`src/sv/tsrc_pkg.sv`:
```
// ----------------------------------------------------------------------------
// tsrc_pkg
// Shared types and constants for the time-server reply check and rank unit.
// ----------------------------------------------------------------------------
package tsrc_pkg;

	// Reply checking codes
	localparam logic [1:0] LEAP_UNSYNC = 2'd3;
	localparam logic [2:0] MODE_SERVER = 3'd4;
	localparam logic [7:0] STRATUM_KOD = 8'd0;

	// Result status codes
	typedef enum logic [2:0] {
		ST_OK         = 3'd0,
		ST_UNSYNC     = 3'd1,
		ST_NOT_SERVER = 3'd2,
		ST_KISS       = 3'd3,
		ST_MISMATCH   = 3'd4
	} status_t;

	// Configuration register indexes
	typedef enum logic [0:0] {
		REG_SENT_SECONDS  = 1'b0,
		REG_SENT_FRACTION = 1'b1
	} reg_index_t;

	localparam int ADDR_W      = 3;
	localparam int QUEUE_DEPTH = 2;
	localparam int QPTR_W      = $clog2(QUEUE_DEPTH);
	localparam int QCNT_W      = $clog2(QUEUE_DEPTH + 1);

	// One decoded reply
	typedef struct packed {
		logic        [1:0]  leap_flag;
		logic        [2:0]  reply_mode;
		logic        [7:0]  reply_stratum;
		logic        [31:0] echo_seconds;
		logic        [31:0] echo_fraction;
		logic signed [31:0] path_delay;
		logic        [31:0] server_address;
	} req_t;

	// One result
	typedef struct packed {
		logic        [2:0]  status;
		logic        [31:0] best_address;
		logic        [7:0]  best_stratum;
		logic signed [31:0] best_delay;
		logic        [15:0] best_sequence;
		logic        [3:0]  entries_held;
	} rsp_t;

	// Classified reply as it travels from front to back
	typedef struct packed {
		status_t            status;
		logic        [7:0]  stratum;
		logic signed [31:0] delay;
		logic        [31:0] address;
	} job_t;

	// Back end sequencer states
	typedef enum logic [1:0] {
		RK_IDLE,
		RK_INSERT,
		RK_REPORT
	} rank_state_t;

	// True when entry a ranks strictly after entry b
	function automatic logic ranks_after(
		input logic        [7:0]  strat_a,
		input logic signed [31:0] delay_a,
		input logic        [7:0]  strat_b,
		input logic signed [31:0] delay_b
	);
		logic res;
		if (strat_a != strat_b) begin
			res = strat_a > strat_b;
		end else begin
			res = delay_a > delay_b;
		end
		return res;
	endfunction

endpackage

```
`src/sv/time_server_reply_check_and_rank_unit.sv`:
```
// ----------------------------------------------------------------------------
// time_server_reply_check_and_rank_unit
// Checks decoded time-server replies and keeps a sorted table of the best.
// ----------------------------------------------------------------------------
//  channel   handshake                    payload
//  request   start / busy                 req  (tsrc_pkg::req_t)
//  result    done (one-cycle strobe)      rsp  (tsrc_pkg::rsp_t)
//  config    psel/penable/pwrite/pready   paddr, pwdata, prdata
//
//  A request is taken when start is high and busy is low; busy rises only
//  when the two-entry queue between front and back is full.
//  The back end steps through pop, insert and report for an accepted reply and
//  through pop and report for a rejected one; its sequencer sets that.
//  done is registered from the report state, which follows the pop and, for an
//  accepted reply, the insert, after any wait in the queue; results keep order.
//  Reset clears the entry count and arrival number; no clearing pass.
//  The result side cannot stall: done is asserted for exactly one cycle.
// ----------------------------------------------------------------------------
module time_server_reply_check_and_rank_unit #(
	parameter int TABLE_DEPTH = 11
) (
	input  logic                          clk,
	input  logic                          arst_n,
	input  logic                          start,
	output logic                          busy,
	input  tsrc_pkg::req_t                req,
	output logic                          done,
	output tsrc_pkg::rsp_t                rsp,
	input  logic                          psel,
	input  logic                          penable,
	input  logic                          pwrite,
	input  logic [tsrc_pkg::ADDR_W-1:0]   paddr,
	input  logic [31:0]                   pwdata,
	output logic [31:0]                   prdata,
	output logic                          pready
);

	logic [31:0]          sent_seconds_q;
	logic [31:0]          sent_fraction_q;
	tsrc_pkg::reg_index_t reg_sel;
	logic                 cfg_write;
	logic                 queue_full;
	logic                 queue_empty;
	logic                 push;
	logic                 pop;
	tsrc_pkg::job_t       push_job;
	tsrc_pkg::job_t       pop_job;

	// Configuration port
	assign pready    = 1'b1;
	assign reg_sel   = tsrc_pkg::reg_index_t'(paddr[2]);
	assign cfg_write = psel && penable && pwrite && pready;

	always_ff @(posedge clk or negedge arst_n) begin
		if (!arst_n) begin
			sent_seconds_q  <= '0;
			sent_fraction_q <= '0;
		end else if (cfg_write) begin
			unique case (reg_sel)
				tsrc_pkg::REG_SENT_SECONDS:  sent_seconds_q  <= pwdata;
				tsrc_pkg::REG_SENT_FRACTION: sent_fraction_q <= pwdata;
				default: begin
					sent_seconds_q <= sent_seconds_q;
				end
			endcase
		end
	end

	always_comb begin
		unique case (reg_sel)
			tsrc_pkg::REG_SENT_SECONDS:  prdata = sent_seconds_q;
			tsrc_pkg::REG_SENT_FRACTION: prdata = sent_fraction_q;
			default:                     prdata = '0;
		endcase
	end

	// Front: accept and classify
	tsrc_front u_front (
		.start         (start),
		.req           (req),
		.sent_seconds  (sent_seconds_q),
		.sent_fraction (sent_fraction_q),
		.queue_full    (queue_full),
		.busy          (busy),
		.push          (push),
		.job           (push_job)
	);

	// Queue between the two halves
	tsrc_queue u_queue (
		.clk       (clk),
		.arst_n    (arst_n),
		.push      (push),
		.push_data (push_job),
		.pop       (pop),
		.pop_data  (pop_job),
		.full      (queue_full),
		.empty     (queue_empty)
	);

	// Back: rank table and result
	tsrc_rank #(
		.TABLE_DEPTH (TABLE_DEPTH)
	) u_rank (
		.clk         (clk),
		.arst_n      (arst_n),
		.queue_empty (queue_empty),
		.queue_data  (pop_job),
		.pop         (pop),
		.done        (done),
		.rsp         (rsp)
	);

endmodule

```
`src/sv/tsrc_front.sv`:
```
// ----------------------------------------------------------------------------
// tsrc_front
// Accepts replies and classifies them against the sent timestamp.
// ----------------------------------------------------------------------------
module tsrc_front (
	input  logic                  start,
	input  tsrc_pkg::req_t        req,
	input  logic [31:0]           sent_seconds,
	input  logic [31:0]           sent_fraction,
	input  logic                  queue_full,
	output logic                  busy,
	output logic                  push,
	output tsrc_pkg::job_t        job
);

	// Checks in priority order
	tsrc_pkg::status_t status;

	always_comb begin
		if (req.leap_flag == tsrc_pkg::LEAP_UNSYNC) begin
			status = tsrc_pkg::ST_UNSYNC;
		end else if (req.reply_mode != tsrc_pkg::MODE_SERVER) begin
			status = tsrc_pkg::ST_NOT_SERVER;
		end else if (req.reply_stratum == tsrc_pkg::STRATUM_KOD) begin
			status = tsrc_pkg::ST_KISS;
		end else if (req.echo_seconds != sent_seconds ||
				req.echo_fraction != sent_fraction) begin
			status = tsrc_pkg::ST_MISMATCH;
		end else begin
			status = tsrc_pkg::ST_OK;
		end
	end

	// Request goes straight into the queue
	assign busy        = queue_full;
	assign push        = start && !queue_full;
	assign job.status  = status;
	assign job.stratum = req.reply_stratum;
	assign job.delay   = req.path_delay;
	assign job.address = req.server_address;

endmodule

```
`src/sv/tsrc_queue.sv`:
```
// ----------------------------------------------------------------------------
// tsrc_queue
// Short FIFO of classified replies between front and back.
// ----------------------------------------------------------------------------
module tsrc_queue (
	input  logic                  clk,
	input  logic                  arst_n,
	input  logic                  push,
	input  tsrc_pkg::job_t        push_data,
	input  logic                  pop,
	output tsrc_pkg::job_t        pop_data,
	output logic                  full,
	output logic                  empty
);

	tsrc_pkg::job_t                  slot_q [tsrc_pkg::QUEUE_DEPTH];
	logic [tsrc_pkg::QPTR_W-1:0]     wr_ptr_q;
	logic [tsrc_pkg::QPTR_W-1:0]     rd_ptr_q;
	logic [tsrc_pkg::QCNT_W-1:0]     cnt_q;

	assign full     = cnt_q == tsrc_pkg::QCNT_W'(tsrc_pkg::QUEUE_DEPTH);
	assign empty    = cnt_q == '0;
	assign pop_data = slot_q[rd_ptr_q];

	// Payload storage
	always_ff @(posedge clk) begin
		if (push) begin
			slot_q[wr_ptr_q] <= push_data;
		end
	end

	// Pointers and fill level
	always_ff @(posedge clk or negedge arst_n) begin
		if (!arst_n) begin
			wr_ptr_q <= '0;
			rd_ptr_q <= '0;
			cnt_q    <= '0;
		end else begin
			if (push) begin
				wr_ptr_q <= wr_ptr_q + 1'b1;
			end
			if (pop) begin
				rd_ptr_q <= rd_ptr_q + 1'b1;
			end
			if (push && !pop) begin
				cnt_q <= cnt_q + 1'b1;
			end else if (pop && !push) begin
				cnt_q <= cnt_q - 1'b1;
			end
		end
	end

endmodule

```
`src/sv/tsrc_rank.sv`:
```
// ----------------------------------------------------------------------------
// tsrc_rank
// Sorted ranking table of cells; inserts accepted replies and reports.
// ----------------------------------------------------------------------------
module tsrc_rank #(
	parameter int TABLE_DEPTH = 11
) (
	input  logic                  clk,
	input  logic                  arst_n,
	input  logic                  queue_empty,
	input  tsrc_pkg::job_t        queue_data,
	output logic                  pop,
	output logic                  done,
	output tsrc_pkg::rsp_t        rsp
);

	localparam int COUNT_W = $clog2(TABLE_DEPTH + 1);

	// Table cells
	logic        [31:0] addr_q  [TABLE_DEPTH];
	logic        [7:0]  strat_q [TABLE_DEPTH];
	logic signed [31:0] delay_q [TABLE_DEPTH];
	logic        [15:0] seq_q   [TABLE_DEPTH];

	logic [COUNT_W-1:0]       count_q;
	logic [15:0]              arrival_q;
	tsrc_pkg::job_t           job_q;
	tsrc_pkg::rank_state_t    state_q;
	tsrc_pkg::rank_state_t    state_d;
	tsrc_pkg::rsp_t           rsp_q;
	logic                     done_q;

	logic                     do_insert;
	logic                     do_report;
	logic [TABLE_DEPTH-1:0]   after_new;

	// Next state
	always_comb begin
		state_d = state_q;
		unique case (state_q)
			tsrc_pkg::RK_IDLE: begin
				if (!queue_empty) begin
					state_d = (queue_data.status == tsrc_pkg::ST_OK) ?
						tsrc_pkg::RK_INSERT : tsrc_pkg::RK_REPORT;
				end
			end
			tsrc_pkg::RK_INSERT: state_d = tsrc_pkg::RK_REPORT;
			tsrc_pkg::RK_REPORT: state_d = tsrc_pkg::RK_IDLE;
			default:             state_d = tsrc_pkg::RK_IDLE;
		endcase
	end

	// State outputs
	always_comb begin
		pop       = 1'b0;
		do_insert = 1'b0;
		do_report = 1'b0;
		unique case (state_q)
			tsrc_pkg::RK_IDLE:   pop       = !queue_empty;
			tsrc_pkg::RK_INSERT: do_insert = 1'b1;
			tsrc_pkg::RK_REPORT: do_report = 1'b1;
			default: begin
				pop = 1'b0;
			end
		endcase
	end

	always_ff @(posedge clk or negedge arst_n) begin
		if (!arst_n) begin
			state_q <= tsrc_pkg::RK_IDLE;
		end else begin
			state_q <= state_d;
		end
	end

	// Hold the popped request
	always_ff @(posedge clk) begin
		if (pop) begin
			job_q <= queue_data;
		end
	end

	// Per-cell compare: empty cells always rank after a new entry
	for (genvar i = 0; i < TABLE_DEPTH; i++) begin : g_cmp
		assign after_new[i] = (COUNT_W'(i) >= count_q) ||
			tsrc_pkg::ranks_after(strat_q[i], delay_q[i], job_q.stratum, job_q.delay);
	end

	// Cells: keep, take the new entry, or take the neighbor above
	for (genvar i = 0; i < TABLE_DEPTH; i++) begin : g_cell
		localparam int UP = (i > 0) ? i - 1 : 0;
		logic load_new;
		logic load_up;
		if (i == 0) begin : g_head
			assign load_new = after_new[i];
			assign load_up  = 1'b0;
		end else begin : g_body
			assign load_new = after_new[i] && !after_new[i-1];
			assign load_up  = after_new[i-1];
		end

		always_ff @(posedge clk) begin
			if (do_insert) begin
				if (load_new) begin
					addr_q[i]  <= job_q.address;
					strat_q[i] <= job_q.stratum;
					delay_q[i] <= job_q.delay;
					seq_q[i]   <= arrival_q;
				end else if (load_up) begin
					addr_q[i]  <= addr_q[UP];
					strat_q[i] <= strat_q[UP];
					delay_q[i] <= delay_q[UP];
					seq_q[i]   <= seq_q[UP];
				end
			end
		end
	end

	// Entry count and arrival numbering
	always_ff @(posedge clk or negedge arst_n) begin
		if (!arst_n) begin
			count_q   <= '0;
			arrival_q <= '0;
		end else if (do_insert) begin
			arrival_q <= arrival_q + 16'd1;
			if (count_q != COUNT_W'(TABLE_DEPTH)) begin
				count_q <= count_q + 1'b1;
			end
		end
	end

	// Result register
	always_ff @(posedge clk) begin
		if (do_report) begin
			rsp_q.status       <= job_q.status;
			rsp_q.entries_held <= 4'(count_q);
			if (count_q == '0) begin
				rsp_q.best_address  <= '0;
				rsp_q.best_stratum  <= '0;
				rsp_q.best_delay    <= '0;
				rsp_q.best_sequence <= '0;
			end else begin
				rsp_q.best_address  <= addr_q[0];
				rsp_q.best_stratum  <= strat_q[0];
				rsp_q.best_delay    <= delay_q[0];
				rsp_q.best_sequence <= seq_q[0];
			end
		end
	end

	always_ff @(posedge clk or negedge arst_n) begin
		if (!arst_n) begin
			done_q <= 1'b0;
		end else begin
			done_q <= do_report;
		end
	end

	assign done = done_q;
	assign rsp  = rsp_q;

	// Checks
	a_count_bound: assert property (@(posedge clk) disable iff (!arst_n)
		count_q <= COUNT_W'(TABLE_DEPTH))
		else $error("rank table count beyond depth");

	a_insert_ok: assert property (@(posedge clk) disable iff (!arst_n)
		state_q == tsrc_pkg::RK_INSERT |-> job_q.status == tsrc_pkg::ST_OK)
		else $error("insert of a rejected reply");

	a_count_grows: assert property (@(posedge clk) disable iff (!arst_n)
		do_insert && count_q != COUNT_W'(TABLE_DEPTH) |=> count_q == $past(count_q) + 1'b1)
		else $error("count did not advance on insert");

	a_done_pulse: assert property (@(posedge clk) disable iff (!arst_n)
		done_q |=> !done_q)
		else $error("result strobe longer than one cycle");

	a_report_after_pop: assert property (@(posedge clk) disable iff (!arst_n)
		pop |=> state_q == tsrc_pkg::RK_INSERT || state_q == tsrc_pkg::RK_REPORT)
		else $error("popped request not processed");

endmodule
```
`config.mk`:
```
export PLATFORM = sky130hd
export DESIGN_NAME = time_server_reply_check_and_rank_unit
export DESIGN_NICKNAME = d
export VERILOG_FILES = /design/src/sv/tsrc_pkg.sv /design/src/sv/time_server_reply_check_and_rank_unit.sv /design/src/sv/tsrc_front.sv /design/src/sv/tsrc_queue.sv /design/src/sv/tsrc_rank.sv
export SDC_FILE = /design/constraint.sdc
export NUM_CORES = 1
export LEC_CHECK = 0
export BUFFER_PORTS_ARGS = -buffer_cell sky130_fd_sc_hd__buf_2
export CORE_ASPECT_RATIO = 1.4
export CORE_UTILIZATION = 59
export CTS_BUF_LIST = sky130_fd_sc_hd__clkbuf_2 sky130_fd_sc_hd__clkbuf_4 sky130_fd_sc_hd__clkbuf_8
export DETAILED_ROUTE_END_ITERATION = 7
export PLACE_DENSITY = 0.83
export SLEW_MARGIN = 10
export SYNTH_ARGS = -nofsm -noshare
export SYNTH_HDL_FRONTEND = slang
export SYNTH_SLANG_ARGS = --single-unit
```
`constraint.sdc`:
```
create_clock -name clk -period 7.62 [get_ports clk]
set_input_delay 0.762 -clock clk [delete_from_list [all_inputs] [get_ports clk]]
set_output_delay 0.762 -clock clk [all_outputs]
set_load 0.005 [all_outputs]
```
## Word level (Yosys, flattened, before mapping)

Memory sizes are Yosys's and may differ from the RTL's.
Cells that the tools add are included.

- $add $sub $neg: 6
- $lt $le $gt $ge: 33
- Eq/ne operators: 20
- Mux-type cells: 138
- Bitwise logic cells: 41
- Reduce and logical (&&, ||, !) cells: 50

Operators by type and width:

| cell | number |
|---|---|
| $mux 32 | 20 |
| $gt 32x32->1 | 11 |
| $mux 16 | 10 |
| $gt 8x8->1 | 11 |
| $mux 1 | 88 |
| $ne 8x8->1 | 11 |
| $mux 8 | 10 |
| $ne 32x32->1 | 2 |
| $pmux 32 s2 | 1 |
| $or 1x1->1 | 40 |
| $add 16x1->16 const B | 1 |
| $ge 3x4->1 const A | 4 |
| $logic_and 1x1->1 | 15 |
| $logic_not 1->1 | 14 |
| $ge 4x4->1 const A | 3 |
| $logic_or 1x1->1 | 12 |
| $mux 3 | 4 |
| $ge 1x4->1 const A | 2 |
| $ge 2x4->1 const A | 2 |
| $logic_not 8->1 | 1 |
| $mux 2 | 4 |
| $eq 2x2->1 const B | 3 |
| $reduce_and 2->1 | 3 |
| $add 4x1->4 const B | 1 |
| other kinds (13) | 15 |

- Register bits: 261
- RAM bits: 1118
- Input port bits: 182
- Output and inout port bits: 130
- Word-level logic and storage cells: 312
- Memories: 5

Memories:

| memory | depth | width | read ports | clocked after memory_dff | wr ports | RTL line | text |
|---|---|---|---|---|---|---|---|
| u_rank.addr_q | 11 | 32 | 10 | 0 | 11 | tsrc_rank.sv:20 | `logic [31:0] addr_q [TABLE_DEPTH];` |
| u_rank.delay_q | 11 | 32 | 11 | 0 | 11 | tsrc_rank.sv:22 | `logic signed [31:0] delay_q [TABLE_DEPTH];` |
| u_rank.seq_q | 11 | 16 | 10 | 0 | 11 | tsrc_rank.sv:23 | `logic [15:0] seq_q [TABLE_DEPTH];` |
| u_queue.slot_q | 2 | 75 | 1 | 0 | 1 | tsrc_queue.sv:16 | `tsrc_pkg::job_t slot_q [tsrc_pkg::QUEUE_DEPTH];` |
| u_rank.strat_q | 11 | 8 | 11 | 0 | 11 | tsrc_rank.sv:21 | `logic [7:0] strat_q [TABLE_DEPTH];` |

## Logic depth before layout (Yosys ltp)

Gate-level depths: netlist of run 1.
An unclocked memory read counts as a cell.

- Depth in word-level cells: 10
- Depth in mapped cells: 9
- Gate-level depth less buffers: 9

## Hierarchy

A second synthesis of run 1 with hierarchy kept.

- Cell total of the unflattened synthesis: 1178
- Area, all modules: 20364.5 um2

By module, submodules not included:

| module | times used | cells an instance | area an instance (um2) | sequential area each (um2) |
|---|---|---|---|---|
| tsrc_rank | 1 | 586 | 10398.7 | 8323.0 |
| tsrc_queue | 1 | 249 | 5753.0 | 4604.4 |
| time_server_reply_check_and_rank_unit | 1 | 174 | 2911.5 | 1601.5 |
| tsrc_front | 1 | 169 | 1301.2 | 0.0 |

## Worst setup path after synthesis of run 1

Ideal clock, no wire load.

- Path type: register -> register
- From: mem u_rank.delay_q[0][31]
- To: mem u_rank.addr_q[0][0], enable pin
- Library setup time: 0.545 ns
- Arrival: 5.463 ns
- Required time: 7.075 ns
- Setup slack: 1.611 ns
- Stages on the path, launching flop included: 9
- Buffers on the path: 0
- Period minus slack after synthesis: 6.009 ns
- Cell sequence: edfxtp_1 > ha_1 > nand4_1 > nor4_2 > a221oi_1 > o21ai_0 > a31oi_1 > xnor2_1 > o21ai_1

RTL lines:

| item | RTL line |
|---|---|
| from (decl) | tsrc_rank.sv:22 |
| to (decl) | tsrc_rank.sv:20 |

==> results.cfg, run 1 <==
[synth]
synthCells = 1110
yosysUniqueCellTypes = 47
ys_seq_area_frac = 0.745
synth_seq_cells = 499
synthesis.nets = 1336
syn_area_per_cell_sq_um = 17.6
yosys-top-cells-area = edfxtp_1 (63%), dfrtp_1 (12%), mux2_2 (10%)
ys_warn_count = 0
async_flop_share = 0.182
synth.cell_area_sq_um = 19500
synth_edf_count = 408
synth_top_area_cell = edfxtp_1
synth_top_area_frac = 0.628
synth-main-ff-cell = edfxtp_1

[routing]
finalWirelength_microns = 36900
viasPerCell = 5.24
wire_per_inst_microns = 18.6
drtIter0Drc = 518
drtAntennaViolNets = 0
dr.pass1.iters = 6
routed-via-count = 10372
drcViolationCount = 0

[sta]
finalSetupViolCount = 0
worst_slew_pin_slew_ns = 1.15
period_needed_ns = 4.03
period_share = 0.528
skew_ns = 0.0188
max_freq_ghz = 0.248
max_slew_margin = 0.231
rsz0062_at_grt = no
fin_tns_setup_ns = 0
hold_viol_final = 0
drv_slew = 0
holdWs_ns = 0.158

[cts]
postCtsHoldBufs = 0
path_clk_slew_ns = 0.06
numCtsBuffers = 72
postCtsSetupBuffers = 0
cts-root-buf = clkbuf_8
insertion_delay_ns = 0.60
cts_htree_levels = 3
cts.sink_count = 499
cts_resized = 0
cts_tree = done
cts_buffer_depth = 3

[cells_and_area]
final_cell_count_no_fill = 1981
register_area_sq_um = 14500
drive_gt1_frac = 0.410
post-route-util = 0.708
multiInputGateArea_sq_um = 4680
num-nets-final = 1697
mostFrequentLayoutCells = edfxtp_1 (408), buf_2 (307), mux2_2 (173)
final_common_cell = edfxtp_1
nFillCells = 2121
syn2layout_area_growth_pct = 18.0

[floorplan]
die_height_microns = 217
core_area_sq_um = 32500
initial_core_util = 0.600
die_area_sq_um = 33800
io_pins = 312
row_count = 78
die_w_microns = 156

[worst_setup_path]
worstSetupStartpointType = register
critPathRequiredTime_ns = 7.84
worst_ep_arrival_time_ns = 4.25
crit_type = register to register
cp-end-kind = register
crit_fanout = 59

[pwr]
finalPower_w = 0.00851
p_leak_nw = 8.92
p_comb_frac = 0.237
internal_power_w = 0.00607
swShare = 0.287
worst_ir_drop_vdd_v = 0.000303
p_clk_frac = 0.240
powerDensity_nw_per_um2 = 370
switchingPower_w = 0.00244
p_seq_frac = 0.523

[global_routing]
antenna_found_initial = 14
grt_pass1_vias = 11107
track_usage = 0.225
overflow = 0
grt_pass1_wl_microns = 56900
grt_max_degree = 90

[place]
port_buffers = 308
place_inst = 1837
post-dp-hpwl_microns = 24500
gp_congestion = 0.859

[run]
cap_violations = 0

[run_status]
status = finished, final reports clean

[hold_path]
hp-class = input pin to asynchronous set/reset pin
==> synthesized netlist by cell type, types with 2 or more instances <==
master      n
inv_1      47
a21oi_1    18
nor4_1      7
o21ai_0    10
ha_1       44
clkbuf_1   12
buf_2      17
nor2_1     11
nand4_1    31
nand2_1    23
nor2b_1    89
o211ai_1    3
and3_1      2
xor2_1      7
and3_4      2
xnor2_1    80
or2_2       2
dfrtp_1    91
edfxtp_1  408
and2_1      2
mux2_2    173
nand3_1     5
nor2_2      2
==> metal layers <==
metal / global-route usage / up-vias / part of all wire
met5: 0 / - / 0.00070
met4: 0.125 / 4 / 0.039
met3: 0.0635 / 91 / 0.070
met2: 0.399 / 353 / 0.53
met1: 0.242 / 5071 / 0.36
li1: - / 4853 / -
==> final cells by class <==
| cell class | instances | area share |
|---|---|---|
| diodes | 13 | 0.00141 |
| inverters | 48 | 0.00789 |
| multi-input cells | 533 | 0.203 |
| clock buffers | 102 | 0.0542 |
| clock inverters | 29 | 0.00707 |
| flip-flops and latches | 499 | 0.632 |
| repair buffers | 317 | 0.0701 |
| well taps | 440 | 0.0239 |
==> worst paths after layout <==
kind	start	endpoint	slack, ns	cells past startpoint
max	u_rank.delay_q[0][31]$_DFFE_PP_	u_rank.addr_q[0][1]$_DFFE_PP_	3.59	9
min	arst_n	sent_seconds_q[26]$_DFFE_PN0P_	0.16	1
max reg2reg	u_rank.delay_q[0][31]$_DFFE_PP_	u_rank.addr_q[0][1]$_DFFE_PP_	3.59	9
min reg2reg	u_rank.job_q[73]$_DFFE_PP_	u_rank.rsp[93]$_DFFE_PP_	0.41	0
max in group asynchronous	arst_n	u_queue.rd_ptr_q$_DFFE_PN0P_	6.35	2
min in group clk	req[55]	u_queue.slot_q[1][55]$_DFFE_PP_	0.35	1
==> per-stage QoR <==
| stage | worst slack (ns) | area (sq um) |
|---|---|---|
| 2_1_floorplan | 1.61 | 19500 |
| 3_3_place_gp | 3.62 | 21600 |
| 3_5_place_dp | 3.57 | 21600 |
| 4_1_cts | 3.55 | 23000 |
| 5_1_grt | 3.31 | 23000 |
| 6_report | 3.59 | 23000 |
==> critical path: stages (launching register included) <==
cell,delay (ns)
edfxtp_1,0.40
ha_1,0.38
nand4_1,0.18
nor4_2,0.52
a221oi_1,0.14
o21ai_0,0.12
a31oi_1,0.09
xnor2_1,0.20
o21ai_4,0.76
buf_4,0.78
==> sequential cells by signal, indices dropped and copies added (netlist names) <==
signal            cells
u_queue.slot_q      150
u_rank.rsp           95
u_rank.job_q         75
sent_fraction_q      32
sent_seconds_q       32
u_rank.addr_q        32
u_rank.delay_q       32
u_rank.arrival_q     16
u_rank.seq_q         16
u_rank.strat_q        8
u_rank.count_q        4
u_queue.cnt_q         2
u_rank.state_q        2
u_queue.rd_ptr_q      1
u_queue.wr_ptr_q      1
u_rank.done           1
==> cells by family after synthesis <==
family,count (synthesis),synth area share
flip-flops,499,0.745
multiplexers,173,0.0999
AO/OA/AOI/OAI,41,0.0128
AND/OR/NAND/NOR,187,0.0582
adder cells (fa/ha/maj),44,0.0282
other,1,0.000192
buffers and inverters,78,0.0163
XOR/XNOR,87,0.0391
==> power groups by stage <==
| stage | combinational [W] | sequential (W) | clock, W |
|---|---|---|---|
| floorplan | 0.00123 | 0.00449 | 0 |
| global placement | 0.00199 | 0.00445 | 0 |
| detailed placement | 0.00206 | 0.00450 | 0 |
| CTS | 0.00207 | 0.00445 | 0.00210 |
| global route | 0.00224 | 0.00452 | 0.00222 |
| finish | 0.00202 | 0.00444 | 0.00204 |
(Power assumes the default switching activity.)
==> run 2, diff against run 1 <==
CORE_UTILIZATION = 53   (was 59)
PLACE_DENSITY = 0.78   (was 0.83)
clock period = 3.28 ns   (was 7.62 ns; I/O delays follow)
==> results.cfg, run 2 (synthesis results as in run 1) <==
[routing]
drtIter0Drc = 562
finalWirelength_microns = 38700
routed-via-count = 10768
viasPerCell = 5.11
drtAntennaViolNets = 0
wire_per_inst_microns = 18.3
dr.pass1.iters = 5
drcViolationCount = 0

[worst_setup_path]
worstSetupStartpointType = register
worst_ep_arrival_time_ns = 3.17
crit_fanout = 57
crit_type = register to register
critPathRequiredTime_ns = 3.51
crit_path_cell_trace = ha_1, nand4_1, nor4_2, a221oi_1, o21ai_0, a31oi_1, xnor2_1, o21ai_4, buf_4
critPathMaxStageDelay_ns = 0.64
cp_slowest_cell = buf_4
cp-end-kind = register

[global_routing]
grt_pass1_vias = 11546
grtUsageMet1 = 0.235
antenna_found_initial = 3
busiest_layer = met2
track_usage = 0.213
overflow = 0
grt_max_degree = 89
grt_pass1_wl_microns = 60000
grt_use_met3 = 0.0472
met2_usage = 0.379

[cells_and_area]
largest_register = u_queue.slot_q
num-nets-final = 1813
drive_gt1_frac = 0.388
mostFrequentLayoutCells = edfxtp_1 (408), buf_2 (307), mux2_2 (173)
syn2layout_area_growth_pct = 24.0
fin_area_sq_um = 24200
final_common_cell = edfxtp_1
post-route-util = 0.671
largest_reg_flops = 150

[cts]
insertion_delay_ns = 0.62
cts_buffer_depth = 3
cts-root-buf = clkbuf_8
path_clk_slew_ns = 0.06
cts_tree = done
cts_htree_levels = 3
cts.sink_count = 499
postCtsSetupBuffers = 0
numCtsBuffers = 74

[sta]
skew_ns = 0.0234
max_freq_ghz = 0.341
worst_slew_pin_slew_ns = 0.941
period_needed_ns = 2.94
drv_slew = 0
max_slew_margin = 0.373
period_share = 0.895
rsz0062_at_grt = no
fin_tns_setup_ns = 0
hold_viol_final = 0
finalSetupViolCount = 0

[place]
port_buffers = 308
post-dp-hpwl_microns = 25800
gp_congestion = 0.848
place_area_sq_um = 21700

[run_status]
status = finished, final reports clean

[floorplan]
core_area_sq_um = 36000
io_pins = 312
die_w_microns = 164
die_height_microns = 229
die_area_sq_um = 37600
initial_core_util = 0.541
row_count = 82

[pwr]
powerDensity_nw_per_um2 = 823
p_leak_nw = 9.47
worst_ir_drop_vdd_v = 0.000556

[run]
cap_violations = 0

[hold_path]
hp-class = input pin to register
## run 2: cell count changes in the layout (fill, tap and decap cells not counted)
cell and change:
clkbuf_4 +2, clkinv_1 -1, inv_6 +2, clkbuf_8 -2
buf_4 +5, dlygate4sd3_1 +105, clkinvlp_4 +1, diode_2 -10
buf_12 +4
## run 2: final cells by class
cell class,instances,area (sq um)
well taps,462,578
repair buffers,431,2780
fillers,2462,11800
flip-flops and latches,499,14500
inverters,48,181
clock buffers,102,1230
diodes,3,7.51
multi-input cells,533,4680
clock inverters,31,184
## run 2: report_power, final
group / switching [W] / internal, W / leakage, nW
logic: 0.00264 / 0.00207 / 3.73
clock network: 0.00226 / 0.00253 / 0.747
registers: 0.000861 / 0.00953 / 4.99
## run 2: critical path: cells and delay by family (launching register included)
| family | cells | cell delay [ns] |
|---|---|---|
| adder cells (fa/ha/maj) | 1 | 0.36 |
| AND/OR/NAND/NOR | 2 | 0.22 |
| AO/OA/AOI/OAI | 4 | 0.82 |
| buffers and inverters | 1 | 0.64 |
| XOR/XNOR | 1 | 0.12 |
| flip-flops | 1 | 0.39 |
## run 2: through the flow
stage          worst slack, ns  instances  total power, W  hold slack, ns
2_1_floorplan           -0.168       1110          0.0133          0.0324
3_3_place_gp             0.298       1868          0.0150           0.368
3_5_place_dp             0.296       1868          0.0152           0.372
4_1_cts                  0.283       2106          0.0201         0.00318
5_1_grt                  0.161       2108          0.0210          0.0523
6_report                 0.344       2109          0.0199          0.0580
## run 2: per-layer routing
layer | wire [microns] | vias to the layer above
li1 | - | 5073
met3 | 2270 | 74
met2 | 20700 | 344
met5 | 0 | -
met4 | 1340 | 0
met1 | 14400 | 5277
## run 2: what timing repair did
item | CTS | global route
endpoints found under the hold margin | 251 | 0
resized for setup | 0 | 0
hold buffers | 105 | 0
## run 2: path summary, 6_finish.rpt
kind,from,endpoint,slack (ns),depth (start not counted)
hold / removal,req[140],u_queue.slot_q[0][73]$_DFFE_PP_,0.06,2
setup / recovery,u_rank.delay_q[0][31]$_DFFE_PP_,u_rank.seq_q[0][1]$_DFFE_PP_,0.34,9
setup reg to reg,u_rank.delay_q[0][31]$_DFFE_PP_,u_rank.seq_q[0][1]$_DFFE_PP_,0.34,9
min in group asynchronous,arst_n,sent_fraction_q[25]$_DFFE_PN0P_,0.25,2
hold reg to reg,u_rank.job_q[9]$_DFFE_PP_,u_rank.addr_q[0][9]$_DFFE_PP_,0.40,0
max in group asynchronous,arst_n,sent_fraction_q[7]$_DFFE_PN0P_,2.34,3
==> run 3, diff against run 2 <==
GPL_TIMING_DRIVEN = 0   (was unset)
==> results.cfg, run 3 (synthesis results as in run 1) <==
[hold_path]
min_path_cells = 2
hp-class = input pin to register

[routing]
drtIter0Drc = 603
dr.pass1.iters = 6
drcViolationCount = 0
routed-via-count = 10754
viasPerCell = 5.04
wire_per_inst_microns = 18.6
finalWirelength_microns = 39700
drtAntennaViolNets = 0

[pwr]
p_leak_nw = 9.57
powerDensity_nw_per_um2 = 839
p_comb_frac = 0.248
p_clk_frac = 0.250
finalPower_w = 0.0205
internal_power_w = 0.0147
p_seq_frac = 0.502
switchingPower_w = 0.00589
swShare = 0.287
worst_ir_drop_vdd_v = 0.000481

[cells_and_area]
largest_reg_flops = 150
mostFrequentLayoutCells = edfxtp_1 (408), buf_2 (323), mux2_2 (173)
largest_register = u_queue.slot_q
nFillCells = 2380
syn2layout_area_growth_pct = 25.6
num-nets-final = 1837
register_area_sq_um = 14500
multiInputGateArea_sq_um = 4690
final_common_cell = edfxtp_1
drive_gt1_frac = 0.389
final_cell_count_no_fill = 2132
post-route-util = 0.680

[cts]
numCtsBuffers = 74
insertion_delay_ns = 0.60
cts_htree_levels = 3
cts.sink_count = 499
cts-root-buf = clkbuf_8
cts_buffer_depth = 3
cts_tree = done
path_clk_slew_ns = 0.06

[worst_setup_path]
crit_fanout = 26
worst_ep_arrival_time_ns = 3.35
crit_type = register to register
worstSetupStartpointType = register
cp-end-kind = register
reg2regPathDepth = 10
critPathRequiredTime_ns = 3.57

[floorplan]
die_height_microns = 229
io_pins = 312
row_count = 82
core_area_sq_um = 36000
initial_core_util = 0.541
die_w_microns = 164
die_area_sq_um = 37600

[place]
gp_congestion = 0.849
port_buffers = 307
place_inst = 1889
post-dp-hpwl_microns = 27400

[run]
cap_violations = 0

[sta]
max_freq_ghz = 0.327
hold_viol_final = 0
period_needed_ns = 3.06
rsz0062_at_grt = no
skew_ns = 0.0252
period_share = 0.933
drv_slew = 0
max_slew_margin = 0.417
finalSetupViolCount = 0
worst_slew_pin_slew_ns = 0.873
fin_tns_setup_ns = 0

[global_routing]
grt_pass1_wl_microns = 61700
antenna_found_initial = 3
grt_max_degree = 62
overflow = 0
grt_pass1_vias = 11751
track_usage = 0.219

[run_status]
status = finished, final reports clean
==> run 3: cell types whose count changed in the layout (fill, tap and decap cells not counted), moves of 3 or more <==
cell and delta:
buf_4 -11, clkbuf_4 -3, bufinv_16 +3, clkbuf_8 +6, buf_2 +16, clkbuf_1 +12
clkinvlp_4 -4, clkinv_2 -3, buf_16 +5
==> run 3: final cells by class <==
type | count | share of cell area
clock inverter | 27 | 0.00920
sequential | 499 | 0.593
multi-input combinational | 534 | 0.192
buffer | 30 | 0.00562
clock buffer | 105 | 0.0529
inverter | 48 | 0.00746
antenna | 3 | 0.000307
tap | 462 | 0.0236
timing repair buffer | 424 | 0.116
==> run 3: path summary, 6_finish.rpt <==
check / start / end / slack [ns]
worst max-delay path: u_rank.job_q[53]$_DFFE_PP_ / u_rank.addr_q[0][20]$_DFFE_PP_ / 0.22
worst min-delay path: req[140] / u_queue.slot_q[1][73]$_DFFE_PP_ / 0.06
worst max register to register: u_rank.job_q[53]$_DFFE_PP_ / u_rank.addr_q[0][20]$_DFFE_PP_ / 0.22
worst min register to register: u_rank.job_q[27]$_DFFE_PP_ / u_rank.addr_q[0][27]$_DFFE_PP_ / 0.41
max in group asynchronous: arst_n / sent_seconds_q[13]$_DFFE_PN0P_ / 2.33
min in group asynchronous: arst_n / sent_fraction_q[25]$_DFFE_PN0P_ / 0.28
==> run 3: layer usage <==
layer  global-route usage  wire, microns
met1                0.237          14700
met2                0.387          21000
met3               0.0499           2290
met4                0.122           1750
met5                    0              0
==> run 3: what timing repair did <==
| item | in CTS | in global routing |
|---|---|---|
| buffers inserted | 2 | 0 |
| endpoints found under the setup margin | 71 | 70 |
| pin swaps | 1 | 0 |
| gates cloned | 1 | 0 |
| endpoints found under the hold margin | 249 | 0 |
| gates resized for setup | 0 | 1 |
| hold buffers | 105 | 0 |
==> run 3: worst max-delay path, stage by stage, from the launching register on <==
cell and delay [ns]:
edfxtp_1 0.37, inv_1 0.05, ha_1 0.29, nand4_1 0.12, nor4_2 0.59, a221oi_1 0.15, o21ai_0 0.12, a31oi_1 0.09
xnor2_2 0.27, o21ai_4 0.42, buf_12 0.25
==> run 3: power groups by stage <==
stage | Clock [W] | Combinational, W | Sequential [W]
after global routing | 0.00552 | 0.00566 | 0.0105
after detailed placement | 0 | 0.00504 | 0.0105
after global placement | 0 | 0.00461 | 0.0105
final | 0.00513 | 0.00510 | 0.0103
after floorplan | 0 | 0.00288 | 0.0104
after CTS | 0.00527 | 0.00520 | 0.0103
==> run 3: through the flow <==
step	hold slack, ns	setup slack (ns)	area, sq um
global placement	0.401	-1.34	21600
finish	0.0585	0.218	24500
CTS	0.0132	0.0853	24500
global route	0.0358	0.00297	24500
detailed placement	0.369	-0.0903	21900
floorplan	0.0324	-0.168	19500
